$ cat src/hdl/assert_macros.svh
// Assertion macros for the RTL files; the top level includes them.
`ifndef ASSERT_MACROS_SVH
`define ASSERT_MACROS_SVH

// Same-cycle implication, checked outside reset.
`define ASSERT_IMPL(lbl, ante, cons) \
    lbl: assert property (@(posedge i_clk) disable iff (!i_rst_n) (ante) |-> (cons)) \
        else $error("implication check failed");

// Next-cycle implication, checked outside reset.
`define ASSERT_NEXT(lbl, ante, cons) \
    lbl: assert property (@(posedge i_clk) disable iff (!i_rst_n) (ante) |=> (cons)) \
        else $error("next-cycle check failed");

`endif

$ cat src/hdl/rgbw_fade_pkg.sv
// Shared types, constants and codes of the RGBW fade engine.
package rgbw_fade_pkg;

    localparam int CHANNEL_COUNT_DEF = 4;
    localparam int LEVEL_BITS_DEF    = 16;

    localparam int FIELD_BITS   = 16;
    localparam int OUT_FIELDS   = 4;
    localparam int STEP_BITS    = 8;
    localparam int ELAPSED_BITS = 17;
    localparam logic [STEP_BITS-1:0] STEP_RESET = 8'd2;

    // Input tdata layout
    localparam int IN_MODE_LSB  = 0;
    localparam int IN_DELAY_LSB = 2;
    localparam int IN_DUR_LSB   = 18;
    localparam int IN_TGT_LSB   = 34;
    localparam int IN_TDATA_BITS  = 104;
    localparam int OUT_TDATA_BITS = 64;

    localparam logic [1:0] KIND_TICK     = 2'd0;
    localparam logic [1:0] KIND_START    = 2'd1;
    localparam logic [1:0] KIND_ABORT    = 2'd2;
    localparam logic [1:0] KIND_RESERVED = 2'd3;

    localparam logic [1:0] MODE_IMMEDIATE = 2'd0;
    localparam logic [1:0] MODE_FADE      = 2'd1;
    localparam logic [1:0] MODE_WAVEFORM  = 2'd2;
    localparam logic [1:0] MODE_UNDEFINED = 2'd3;

    typedef struct packed {
        logic load_start;
        logic dec_wait;
        logic apply_imm;
        logic begin_fade;
        logic adv_elapsed;
        logic final_target;
        logic div_start;
        logic div_step;
        logic write_ch;
        logic reload_wait;
        logic emit;
        logic fin;
    } t_cmd;

    typedef struct packed {
        logic       start_delay_zero;
        logic       wait_le1;
        logic [1:0] mode;
        logic       elapsed_lt_len;
        logic       div_done;
        logic       out_free;
    } t_status;

endpackage

$ cat src/hdl/rgbw_linear_fade_engine_top.sv
// RGBW linear fade engine: top level joining controller and datapath.
// A plain tick or abort stays in idle; an immediate start or delay-ending tick passes S_BEGIN,
// a fade-ending tick S_STEP and S_CMP, a fade step S_STEP, S_CMP, then S_MUL and S_DIV per
// channel in turn via the shared multiply and bit-serial divider; results leave by S_EMIT.
// One request at a time; the next is taken once the result sits in the output register.
// Reset: synchronous active low; colours, wait and elapsed clear, step_ticks returns to 2.
module rgbw_linear_fade_engine_top
    import rgbw_fade_pkg::*;
#(
    parameter int CHANNEL_COUNT = CHANNEL_COUNT_DEF,
    parameter int LEVEL_BITS    = LEVEL_BITS_DEF
) (
    input  logic                      i_clk,
    input  logic                      i_rst_n,
    input  logic                      s_axis_tvalid,
    output logic                      s_axis_tready,
    // mode[1:0], delay_ticks[17:2], fade_len[33:18], target_red[49:34],
    // target_green[65:50], target_blue[81:66], target_white[97:82], zero pad
    input  logic [IN_TDATA_BITS-1:0]  s_axis_tdata,
    // kind[1:0]
    input  logic [1:0]                s_axis_tuser,
    output logic                      m_axis_tvalid,
    input  logic                      m_axis_tready,
    // level_red[15:0], level_green[31:16], level_blue[47:32], level_white[63:48]
    output logic [OUT_TDATA_BITS-1:0] m_axis_tdata,
    output logic                      m_axis_tlast,
    input  logic                      cfg_valid,
    output logic                      cfg_ready,
    input  logic [STEP_BITS-1:0]      cfg_data
);
    `include "assert_macros.svh"

    localparam int CH_BITS = (CHANNEL_COUNT > 1) ? $clog2(CHANNEL_COUNT) : 1;

    t_cmd               cmd;
    t_status            status;
    logic [CH_BITS-1:0] ch;

    assign cfg_ready = 1'b1;

    rgbw_fade_ctrl #(
        .CHANNEL_COUNT(CHANNEL_COUNT),
        .CH_BITS      (CH_BITS)
    ) u_ctrl (
        .i_clk   (i_clk),
        .i_rst_n (i_rst_n),
        .i_valid (s_axis_tvalid),
        .i_kind  (s_axis_tuser),
        .i_status(status),
        .o_ready (s_axis_tready),
        .o_cmd   (cmd),
        .o_ch    (ch)
    );

    rgbw_fade_datapath #(
        .CHANNEL_COUNT(CHANNEL_COUNT),
        .LEVEL_BITS   (LEVEL_BITS),
        .CH_BITS      (CH_BITS)
    ) u_dp (
        .i_clk      (i_clk),
        .i_rst_n    (i_rst_n),
        .i_tdata    (s_axis_tdata),
        .i_cfg_we   (cfg_valid),
        .i_cfg_data (cfg_data),
        .i_cmd      (cmd),
        .i_ch       (ch),
        .i_out_ready(m_axis_tready),
        .o_status   (status),
        .o_out_valid(m_axis_tvalid),
        .o_out_data (m_axis_tdata),
        .o_out_last (m_axis_tlast)
    );

    // Never overwrite a result that has not been taken
    `ASSERT_IMPL(a_emit_free, cmd.emit, !m_axis_tvalid || m_axis_tready)
    // A taken result with nothing new behind it leaves the output empty
    `ASSERT_NEXT(a_out_drain, m_axis_tvalid && m_axis_tready && !cmd.emit, !m_axis_tvalid)
    // No divider step once the quotient is complete
    `ASSERT_IMPL(a_div_bound, cmd.div_step, !status.div_done)

endmodule

$ cat src/hdl/rgbw_fade_datapath.sv
// Datapath of the fade engine: colour store, counters, multiplier, divider, output register.
module rgbw_fade_datapath
    import rgbw_fade_pkg::*;
#(
    parameter int CHANNEL_COUNT = CHANNEL_COUNT_DEF,
    parameter int LEVEL_BITS    = LEVEL_BITS_DEF,
    parameter int CH_BITS       = (CHANNEL_COUNT > 1) ? $clog2(CHANNEL_COUNT) : 1
) (
    input  logic                      i_clk,
    input  logic                      i_rst_n,
    input  logic [IN_TDATA_BITS-1:0]  i_tdata,
    input  logic                      i_cfg_we,
    input  logic [STEP_BITS-1:0]      i_cfg_data,
    input  t_cmd                      i_cmd,
    input  logic [CH_BITS-1:0]        i_ch,
    input  logic                      i_out_ready,
    output t_status                   o_status,
    output logic                      o_out_valid,
    output logic [OUT_TDATA_BITS-1:0] o_out_data,
    output logic                      o_out_last
);

    localparam int PW  = LEVEL_BITS + FIELD_BITS;
    localparam int CNB = $clog2(PW + 1);

    logic [LEVEL_BITS-1:0] r_present [CHANNEL_COUNT];
    logic [LEVEL_BITS-1:0] r_origin  [CHANNEL_COUNT];
    logic [LEVEL_BITS-1:0] r_mag     [CHANNEL_COUNT];
    logic                  r_down    [CHANNEL_COUNT];
    logic [LEVEL_BITS-1:0] r_pend    [CHANNEL_COUNT];
    logic [LEVEL_BITS-1:0] n_tgt     [CHANNEL_COUNT];

    logic [1:0]              r_mode;
    logic [FIELD_BITS-1:0]   r_len;
    logic [ELAPSED_BITS-1:0] r_elapsed;
    logic [FIELD_BITS-1:0]   r_wait;
    logic [STEP_BITS-1:0]    r_step;
    logic [STEP_BITS-1:0]    step_len;
    logic [PW-1:0]           prod;
    logic [PW-1:0]           r_dq;
    logic [FIELD_BITS:0]     r_rem;
    logic [CNB-1:0]          r_cnt;
    logic [FIELD_BITS:0]     rem_sh;
    logic [FIELD_BITS:0]     rem_sub;
    logic [LEVEL_BITS-1:0]   quo;
    logic                    r_out_valid;
    logic [OUT_TDATA_BITS-1:0] r_out_data;
    logic                    r_out_last;
    logic [FIELD_BITS-1:0]   in_delay;

    assign in_delay = i_tdata[IN_DELAY_LSB +: FIELD_BITS];
    assign step_len = (r_step == '0) ? STEP_BITS'(1) : r_step;

    // Unpack and mask targets; channels past the fourth field read zero
    always_comb begin
        for (int i = 0; i < CHANNEL_COUNT; i++) begin
            if (i < OUT_FIELDS) begin
                n_tgt[i] = i_tdata[IN_TGT_LSB + i*FIELD_BITS +: LEVEL_BITS];
            end else begin
                n_tgt[i] = '0;
            end
        end
    end

    // Product of the selected channel's magnitude and the elapsed count
    assign prod = PW'(r_mag[i_ch]) * PW'(r_elapsed[FIELD_BITS-1:0]);

    // One restoring division step
    assign rem_sh  = {r_rem[FIELD_BITS-1:0], r_dq[PW-1]};
    assign rem_sub = rem_sh - {1'b0, r_len};
    assign quo     = r_dq[LEVEL_BITS-1:0];

    assign o_status.start_delay_zero = (in_delay == '0);
    assign o_status.wait_le1         = (r_wait <= FIELD_BITS'(1));
    assign o_status.mode             = r_mode;
    assign o_status.elapsed_lt_len   = (r_elapsed < {1'b0, r_len});
    assign o_status.div_done         = (r_cnt == CNB'(PW));
    assign o_status.out_free         = !r_out_valid || i_out_ready;

    always_ff @(posedge i_clk) begin
        if (!i_rst_n) begin
            for (int i = 0; i < CHANNEL_COUNT; i++) begin
                r_present[i] <= '0;
                r_origin[i]  <= '0;
                r_mag[i]     <= '0;
                r_down[i]    <= 1'b0;
                r_pend[i]    <= '0;
            end
            r_mode      <= '0;
            r_len       <= '0;
            r_elapsed   <= '0;
            r_wait      <= '0;
            r_step      <= STEP_RESET;
            r_cnt       <= CNB'(PW);
            r_out_valid <= 1'b0;
        end else begin
            // Take configuration writes
            if (i_cfg_we) begin
                r_step <= i_cfg_data;
            end
            // Latch a start request
            if (i_cmd.load_start) begin
                r_mode <= i_tdata[IN_MODE_LSB +: 2];
                r_len  <= i_tdata[IN_DUR_LSB +: FIELD_BITS];
                r_wait <= in_delay;
                for (int i = 0; i < CHANNEL_COUNT; i++) begin
                    r_pend[i] <= n_tgt[i];
                end
            end
            // Count down the wait
            if (i_cmd.dec_wait && r_wait != '0) begin
                r_wait <= r_wait - FIELD_BITS'(1);
            end
            if (i_cmd.reload_wait) begin
                r_wait <= FIELD_BITS'(step_len);
            end
            if (i_cmd.apply_imm) begin
                for (int i = 0; i < CHANNEL_COUNT; i++) begin
                    r_present[i] <= r_pend[i];
                end
            end
            // Set up a fade from the present colour
            if (i_cmd.begin_fade) begin
                for (int i = 0; i < CHANNEL_COUNT; i++) begin
                    r_origin[i] <= r_present[i];
                    if (r_pend[i] >= r_present[i]) begin
                        r_mag[i]  <= r_pend[i] - r_present[i];
                        r_down[i] <= 1'b0;
                    end else begin
                        r_mag[i]  <= r_present[i] - r_pend[i];
                        r_down[i] <= 1'b1;
                    end
                end
                r_elapsed <= '0;
                r_wait    <= FIELD_BITS'(step_len);
            end
            if (i_cmd.adv_elapsed) begin
                r_elapsed <= r_elapsed + ELAPSED_BITS'(step_len);
            end
            if (i_cmd.final_target) begin
                for (int i = 0; i < CHANNEL_COUNT; i++) begin
                    r_present[i] <= r_down[i] ? r_origin[i] - r_mag[i]
                                              : r_origin[i] + r_mag[i];
                end
            end
            // Load the product into the divider, then divide by the fade length
            if (i_cmd.div_start) begin
                r_dq  <= prod;
                r_rem <= '0;
                r_cnt <= '0;
            end
            if (i_cmd.div_step) begin
                if (!rem_sub[FIELD_BITS]) begin
                    r_rem <= rem_sub;
                    r_dq  <= {r_dq[PW-2:0], 1'b1};
                end else begin
                    r_rem <= rem_sh;
                    r_dq  <= {r_dq[PW-2:0], 1'b0};
                end
                r_cnt <= r_cnt + CNB'(1);
            end
            if (i_cmd.write_ch) begin
                r_present[i_ch] <= r_down[i_ch] ? r_origin[i_ch] - quo : r_origin[i_ch] + quo;
            end
            // Output register
            if (i_cmd.emit) begin
                r_out_valid <= 1'b1;
                r_out_last  <= i_cmd.fin;
                for (int i = 0; i < OUT_FIELDS; i++) begin
                    if (i < CHANNEL_COUNT) begin
                        r_out_data[i*FIELD_BITS +: FIELD_BITS] <= FIELD_BITS'(r_present[i]);
                    end else begin
                        r_out_data[i*FIELD_BITS +: FIELD_BITS] <= '0;
                    end
                end
            end else if (i_out_ready) begin
                r_out_valid <= 1'b0;
            end
        end
    end

    assign o_out_valid = r_out_valid;
    assign o_out_data  = r_out_data;
    assign o_out_last  = r_out_last;

endmodule

$ cat src/hdl/rgbw_fade_ctrl.sv
// Controller of the fade engine: request decode, phase tracking and step sequencing.
module rgbw_fade_ctrl
    import rgbw_fade_pkg::*;
#(
    parameter int CHANNEL_COUNT = CHANNEL_COUNT_DEF,
    parameter int CH_BITS       = (CHANNEL_COUNT > 1) ? $clog2(CHANNEL_COUNT) : 1
) (
    input  logic               i_clk,
    input  logic               i_rst_n,
    input  logic               i_valid,
    input  logic [1:0]         i_kind,
    input  t_status            i_status,
    output logic               o_ready,
    output t_cmd               o_cmd,
    output logic [CH_BITS-1:0] o_ch
);

    typedef enum logic [2:0] {
        S_IDLE, S_BEGIN, S_STEP, S_CMP, S_MUL, S_DIV, S_EMIT
    } t_state;

    typedef enum logic [1:0] {
        PH_IDLE, PH_DELAY, PH_FADE
    } t_phase;

    t_state             r_state;
    t_phase             r_phase;
    logic [CH_BITS-1:0] r_ch;
    logic               r_fin;
    logic               acc;
    logic               last_ch;

    assign acc     = i_valid && (r_state == S_IDLE);
    assign last_ch = (r_ch == CH_BITS'(CHANNEL_COUNT - 1));
    assign o_ready = (r_state == S_IDLE);
    assign o_ch    = r_ch;

    // Decode commands for the datapath
    always_comb begin
        o_cmd     = '0;
        o_cmd.fin = r_fin;
        case (r_state)
            S_IDLE: begin
                if (acc && i_kind == KIND_START) begin
                    o_cmd.load_start = 1'b1;
                end
                if (acc && i_kind == KIND_TICK && r_phase != PH_IDLE) begin
                    o_cmd.dec_wait = 1'b1;
                end
            end
            S_BEGIN: begin
                o_cmd.apply_imm  = (i_status.mode == MODE_IMMEDIATE);
                o_cmd.begin_fade = (i_status.mode == MODE_FADE);
            end
            S_STEP:  o_cmd.adv_elapsed = 1'b1;
            S_CMP: begin
                o_cmd.final_target = !i_status.elapsed_lt_len;
            end
            S_MUL:   o_cmd.div_start = 1'b1;
            S_DIV: begin
                o_cmd.div_start   = 1'b0;
                o_cmd.div_step    = !i_status.div_done;
                o_cmd.write_ch    = i_status.div_done;
                o_cmd.reload_wait = i_status.div_done && last_ch;
            end
            S_EMIT:  o_cmd.emit = i_status.out_free;
            default: o_cmd = '0;
        endcase
    end

    // Hold state, phase, channel index and finish flag
    always_ff @(posedge i_clk) begin
        if (!i_rst_n) begin
            r_state <= S_IDLE;
            r_phase <= PH_IDLE;
            r_ch    <= '0;
            r_fin   <= 1'b0;
        end else begin
            case (r_state)
                S_IDLE: begin
                    if (acc) begin
                        case (i_kind)
                            KIND_START: begin
                                if (i_status.start_delay_zero) begin
                                    r_phase <= PH_IDLE;
                                    r_state <= S_BEGIN;
                                end else begin
                                    r_phase <= PH_DELAY;
                                end
                            end
                            KIND_ABORT: r_phase <= PH_IDLE;
                            KIND_TICK: begin
                                if (i_status.wait_le1) begin
                                    if (r_phase == PH_DELAY) begin
                                        r_state <= S_BEGIN;
                                    end else if (r_phase == PH_FADE) begin
                                        r_state <= S_STEP;
                                    end
                                end
                            end
                            default: r_phase <= r_phase;
                        endcase
                    end
                end
                S_BEGIN: begin
                    if (i_status.mode == MODE_IMMEDIATE) begin
                        r_phase <= PH_IDLE;
                        r_fin   <= 1'b1;
                        r_state <= S_EMIT;
                    end else if (i_status.mode == MODE_FADE) begin
                        r_phase <= PH_FADE;
                        r_state <= S_IDLE;
                    end else begin
                        r_phase <= PH_IDLE;
                        r_state <= S_IDLE;
                    end
                end
                S_STEP: r_state <= S_CMP;
                S_CMP: begin
                    if (i_status.elapsed_lt_len) begin
                        r_ch    <= '0;
                        r_state <= S_MUL;
                    end else begin
                        r_phase <= PH_IDLE;
                        r_fin   <= 1'b1;
                        r_state <= S_EMIT;
                    end
                end
                S_MUL: r_state <= S_DIV;
                S_DIV: begin
                    if (i_status.div_done) begin
                        if (last_ch) begin
                            r_fin   <= 1'b0;
                            r_state <= S_EMIT;
                        end else begin
                            r_ch    <= r_ch + CH_BITS'(1);
                            r_state <= S_MUL;
                        end
                    end
                end
                S_EMIT: begin
                    if (i_status.out_free) begin
                        r_state <= S_IDLE;
                    end
                end
                default: r_state <= S_IDLE;
            endcase
        end
    end

endmodule

$ cat config.mk
export PLATFORM = sky130hd
export DESIGN_NAME = rgbw_linear_fade_engine_top
export DESIGN_NICKNAME = d
export VERILOG_FILES = /design/src/hdl/rgbw_fade_pkg.sv /design/src/hdl/rgbw_linear_fade_engine_top.sv /design/src/hdl/rgbw_fade_datapath.sv /design/src/hdl/rgbw_fade_ctrl.sv
export VERILOG_INCLUDE_DIRS = /design/src /design/src/hdl
export SDC_FILE = /design/constraint.sdc
export NUM_CORES = 2
export LEC_CHECK = 0
export BUFFER_PORTS_ARGS = -buffer_cell sky130_fd_sc_hd__buf_2
export CAP_MARGIN = 5
export CELL_PAD_IN_SITES_DETAIL_PLACEMENT = 1
export CELL_PAD_IN_SITES_GLOBAL_PLACEMENT = 2
export CORE_UTILIZATION = 44
export CTS_CLUSTER_DIAMETER = 80
export DETAILED_ROUTE_END_ITERATION = 7
export HOLD_SLACK_MARGIN = 0.02
export MAX_ROUTING_LAYER = met4
export PLACE_DENSITY = 0.87
export SLEW_MARGIN = 5
export SYNTH_ARGS = -nofsm -noshare
export SYNTH_HDL_FRONTEND = slang
export SYNTH_SLANG_ARGS = --single-unit
export TNS_END_PERCENT = 10
$ cat constraint.sdc
create_clock -name i_clk -period 11.2 [get_ports i_clk]
set_input_delay 2.24 -clock i_clk [delete_from_list [all_inputs] [get_ports i_clk]]
set_output_delay 2.24 -clock i_clk [all_outputs]
set_load 0.03 [all_outputs]
==> summary.md <==
| Metric | Value |
|---|---|
| Status | `finished clean` |
| Worst IR Drop VDD | `0.120 mV` |
| Psw | `1.40 mW` |
| # H-tree levels | `2` |
| PD cells | `111 nW/um^2` |
| Crit path time final | `7.76 ns` |
| Area fraction of the dominant cell type after synthesis | `0.287` |
| Synth Warn # | `0` |
| First-pass GRT wire length | `about 190000 um` |
| Vias per cell | `5.77` |
| Initial Utilization | `0.445` |
| Top post-synthesis cells by area | `edfxtp_1, ha_1, fa_1, inv_1, dfxtp_1` |
| Static Leakage | `approximately 19 nW` |
| Cells after Synth | `around 4000` |
| Hold Path Stages | `2` |
| TNS Setup | `0 ns` |
| Fmax | `129 MHz` |
| Hold_sp | `u_dp.r_len[8]` |
| Final setup viols | `0` |
| DRT met1 WL | `52900 um` |
| Cell-internal power | `roughly 3.3 mW` |
| Rows | `~110` |
| Worst hold-check path type | `flop to flop` |
| Comb pwr share | `0.187` |
| Post-synthesis sequential area ratio | `0.328` |
| Clock transition at the registers of the reported paths | `0.06 ns` |
| Synth-to-layout area growth | `10.1%` |
| Cts repair resizes | `0` |
| Final WL | `126000 um` |
| Largest net degree at the start of global routing | `90` |
| Vias in the first global route | `around 33000` |
| Hold-fix buffers at CTS | `0` |
| Sw Ratio | `0.297` |
| Netlist cell types | `84` |
| Worst slew margin relative to its limit | `0.216` |
| Final ANT Viol Nets | `0` |
| Final nets | `around 4900` |
| Clock Path Buffers | `3` |
| Wire per inst | `approximately 23 um` |
| DRC Markers | `0` |
| Core area | `86900 sq um` |
| CP endpoint kind | `flop` |
| Slowest cell delay on critical path | `0.87 ns` |
| R2R Path End | `u_dp.r_dq[30]` |
| Root buf cell | `clkbuf_16` |
| Fraction of registers with async set/reset | `0` |
| Die height | `approximately 300 um` |
| Arr. time, crit path | `8.10 ns` |
| R2R Setup Slk | `3.44 ns` |
| Clock power frac | `0.397` |
| IO Pins | `187` |
| Setup Crit Path Kind | `flop to flop` |
| Synth Area per Inst | `~9.4 sq um` |
| Clk_lat worst skew | `between 0.6 and 0.7 ns` |
| Cell Chain, Critical Path | `buf_4, mux4_2, and2_1, fa_1, inv_1, fa_1, fa_1, inv_1, fa_1, fa_1, inv_1, fa_1, inv_1, ha_1, nand4_1, nor2_1, a21o_1, o21ai_0, a31oi_1, a31oi_1, o21ai_0, xnor2_1, a21oi_1` |
| Fillcell total | `9965` |
| Die ar. | `slightly below 90000 sq um` |
| CTS sink count | `around 450` |
| Mapped Area | `38700 sq um` |
| Number of synthesized flops with an enable pin | `370` |
| RSZ-0062 raised after global routing | `no` |
| Via count | `31200` |
| Congestion Overflow GR | `0` |
| CP required | `11.54 ns` |
| CTS tree | `done` |
| Post-layout util | `0.491` |
| Port Buffers | `179` |
| CTS Buf Count | `56` |
| Global placement routability congestion | `0.960` |
| Worst-path maximum fanout | `33` |
| Worst Hold End | `u_dp.r_len[8]` |
| Synth top cells by count | `inv_1, nand2_1, edfxtp_1, ha_1, nor2_1` |
| Final Non-Filler Cells | `5403` |
| Final HPWL from detailed placement | `95100 um` |
| Initial antenna violation count | `3` |
| Flops & latches, synth | `449` |
| Most common cell in the synthesized netlist | `inv_1` |
| Worst Skew | `0.0321 ns` |
| DIE WIDTH | `about 300 um` |
| Fraction of layout cells with a size suffix above 1 | `0.0933` |
| Largest area contributor in the netlist | `edfxtp_1` |
| Post-CTS Setup Repair Bufs | `0` |
| DR iter-0 viols | `about 2200` |
| GRT Total Usage | `0.290` |
| Met3 WL post-DR | `5480 um` |
| DR pass1 iterations | `5` |
| Final period util | `0.693` |
| # Max-Cap Violations | `0` |
| Metal2 WL | `between 60000 and 70000 um` |
| Type of origin of the critical path | `flop` |
| Cell mode on critical path | `fa_1` |
| Synthesized netlist net count | `4785` |
| Fin. Hold Viols | `0` |
| Primary FF master, synth | `edfxtp_1` |
| CP max-delay cell | `mux4_2` |
| Reg power frac | `0.416` |
| Number of max-slew violations in the final report | `0` |
| Placed cells | `5294` |
| Worst slew pin tran | `1.18 ns` |
| R2R depth | `23` |
| Top layer used by detailed routing | `met4` |
-- logic make-up after synthesis --
family | share of synthesized area
AOI/OAI and AO/OA | 0.140
other | 0.0000969
adders and majority gates | 0.224
xor gates and xnor gates | 0.0539
DFF | 0.328
buffers and inverters | 0.0642
and+or+nand+nor | 0.153
muxes | 0.0371
-- through the flow --
step           setup slack (ns)  total power [mW]  cell area, sq um  hold WS (ns)
2_1_floorplan              4.02              2.54             38700         0.426
3_3_place_gp               3.49              2.84             40700         0.443
3_5_place_dp               3.44              2.86             40700         0.450
4_1_cts                    3.40              4.74             42600         0.459
5_1_grt                    3.03              4.88             42600         0.481
6_report                   3.44              4.71             42600         0.456
-- placed cells by master (no fill, tap or decap), types with 19 or more instances in the layout --
cell type  instances
inv_1            465
nand4_1           19
o221ai_1          34
a31oi_1           44
a211oi_1          33
dfxtp_1           78
nand2_1          387
fa_1             209
xnor2_1          165
xor2_1            73
a21o_1            88
nor4_1            21
ha_1             358
nand3_1           64
buf_4             45
and2_1           132
o21ai_0          153
or3_1             24
o211ai_1          24
nor2_1           326
o21bai_1          30
mux2i_1           57
and3_1            90
edfxtp_1         370
clkbuf_16         57
o21a_1            22
buf_2            178
a21oi_1          290
nand2b_1          32
mux4_2            33
nor3_1            58
nor2b_1           34
-- layer usage --
metal  vias up  GRT usage
met2       727      0.486
met1     15800      0.357
met3       244     0.0321
met5         -          -
met4         0      0.116
li1      14400          -
-- power by group through the flow --
stage	Clock, mW	Sequential (mW)	Combinational (mW)
global route	1.95	1.96	0.960
CTS	1.90	1.96	0.875
finish	1.87	1.96	0.880
floorplan	0	1.94	0.598
global placement	0	1.99	0.855
detailed placement	0	1.99	0.866
-- sequential cells by signal, summed over array words and instances, names as in the netlist, 3 cells and up, named ones only --
| signal | flops |
|---|---|
| u_dp.r_cnt | 6 |
| u_dp.r_pend | 64 |
| u_ctrl.r_state | 3 |
| u_dp.r_wait | 16 |
| u_dp.r_origin | 64 |
| u_dp.r_mag | 64 |
| u_dp.r_dq | 32 |
| u_dp.r_len | 16 |
| u_dp.o_out_data | 64 |
| u_dp.r_down | 4 |
| u_dp.r_rem | 16 |
| u_dp.r_elapsed | 17 |
| u_dp.r_present | 64 |
| u_dp.r_step | 8 |
-- critical path, delay by kind of cell (launching register included) --
kind / cells / cell delay (ns)
muxes: 1 / 0.87
adders and majority gates: 7 / 3.40
DFF: 1 / 0.32
xor gates and xnor gates: 1 / 0.16
buffers and inverters: 5 / 0.71
and+or+nand+nor: 3 / 0.57
AOI/OAI and AO/OA: 6 / 1.42
-- how the worst max path moves through the flow --
stage / start / cells past startpoint / slack [ns] / end
after floorplan: flop / 24 / 4.02 / u_dp.r_dq[31]
after global placement: flop / 23 / 3.49 / u_dp.r_dq[30]
after detailed placement: flop / 23 / 3.44 / u_dp.r_dq[30]
after CTS: flop / 23 / 3.40 / u_dp.r_dq[30]
after global routing: flop / 23 / 3.03 / u_dp.r_dq[30]
final: flop / 23 / 3.44 / u_dp.r_dq[30]
-- cell type report --
type,count,area [sq um],share of cell area
diodes,5,12.5,0.000294
clock buffers,73,1550,0.0363
clock inverters,31,340,0.00799
inverters,466,1750,0.0410
multi-input cells,3001,23600,0.554
flip-flops and latches,449,12700,0.298
well taps,1155,1450,0.0339
repair buffers,223,1230,0.0288
Power figures use the tool's default switching activity.
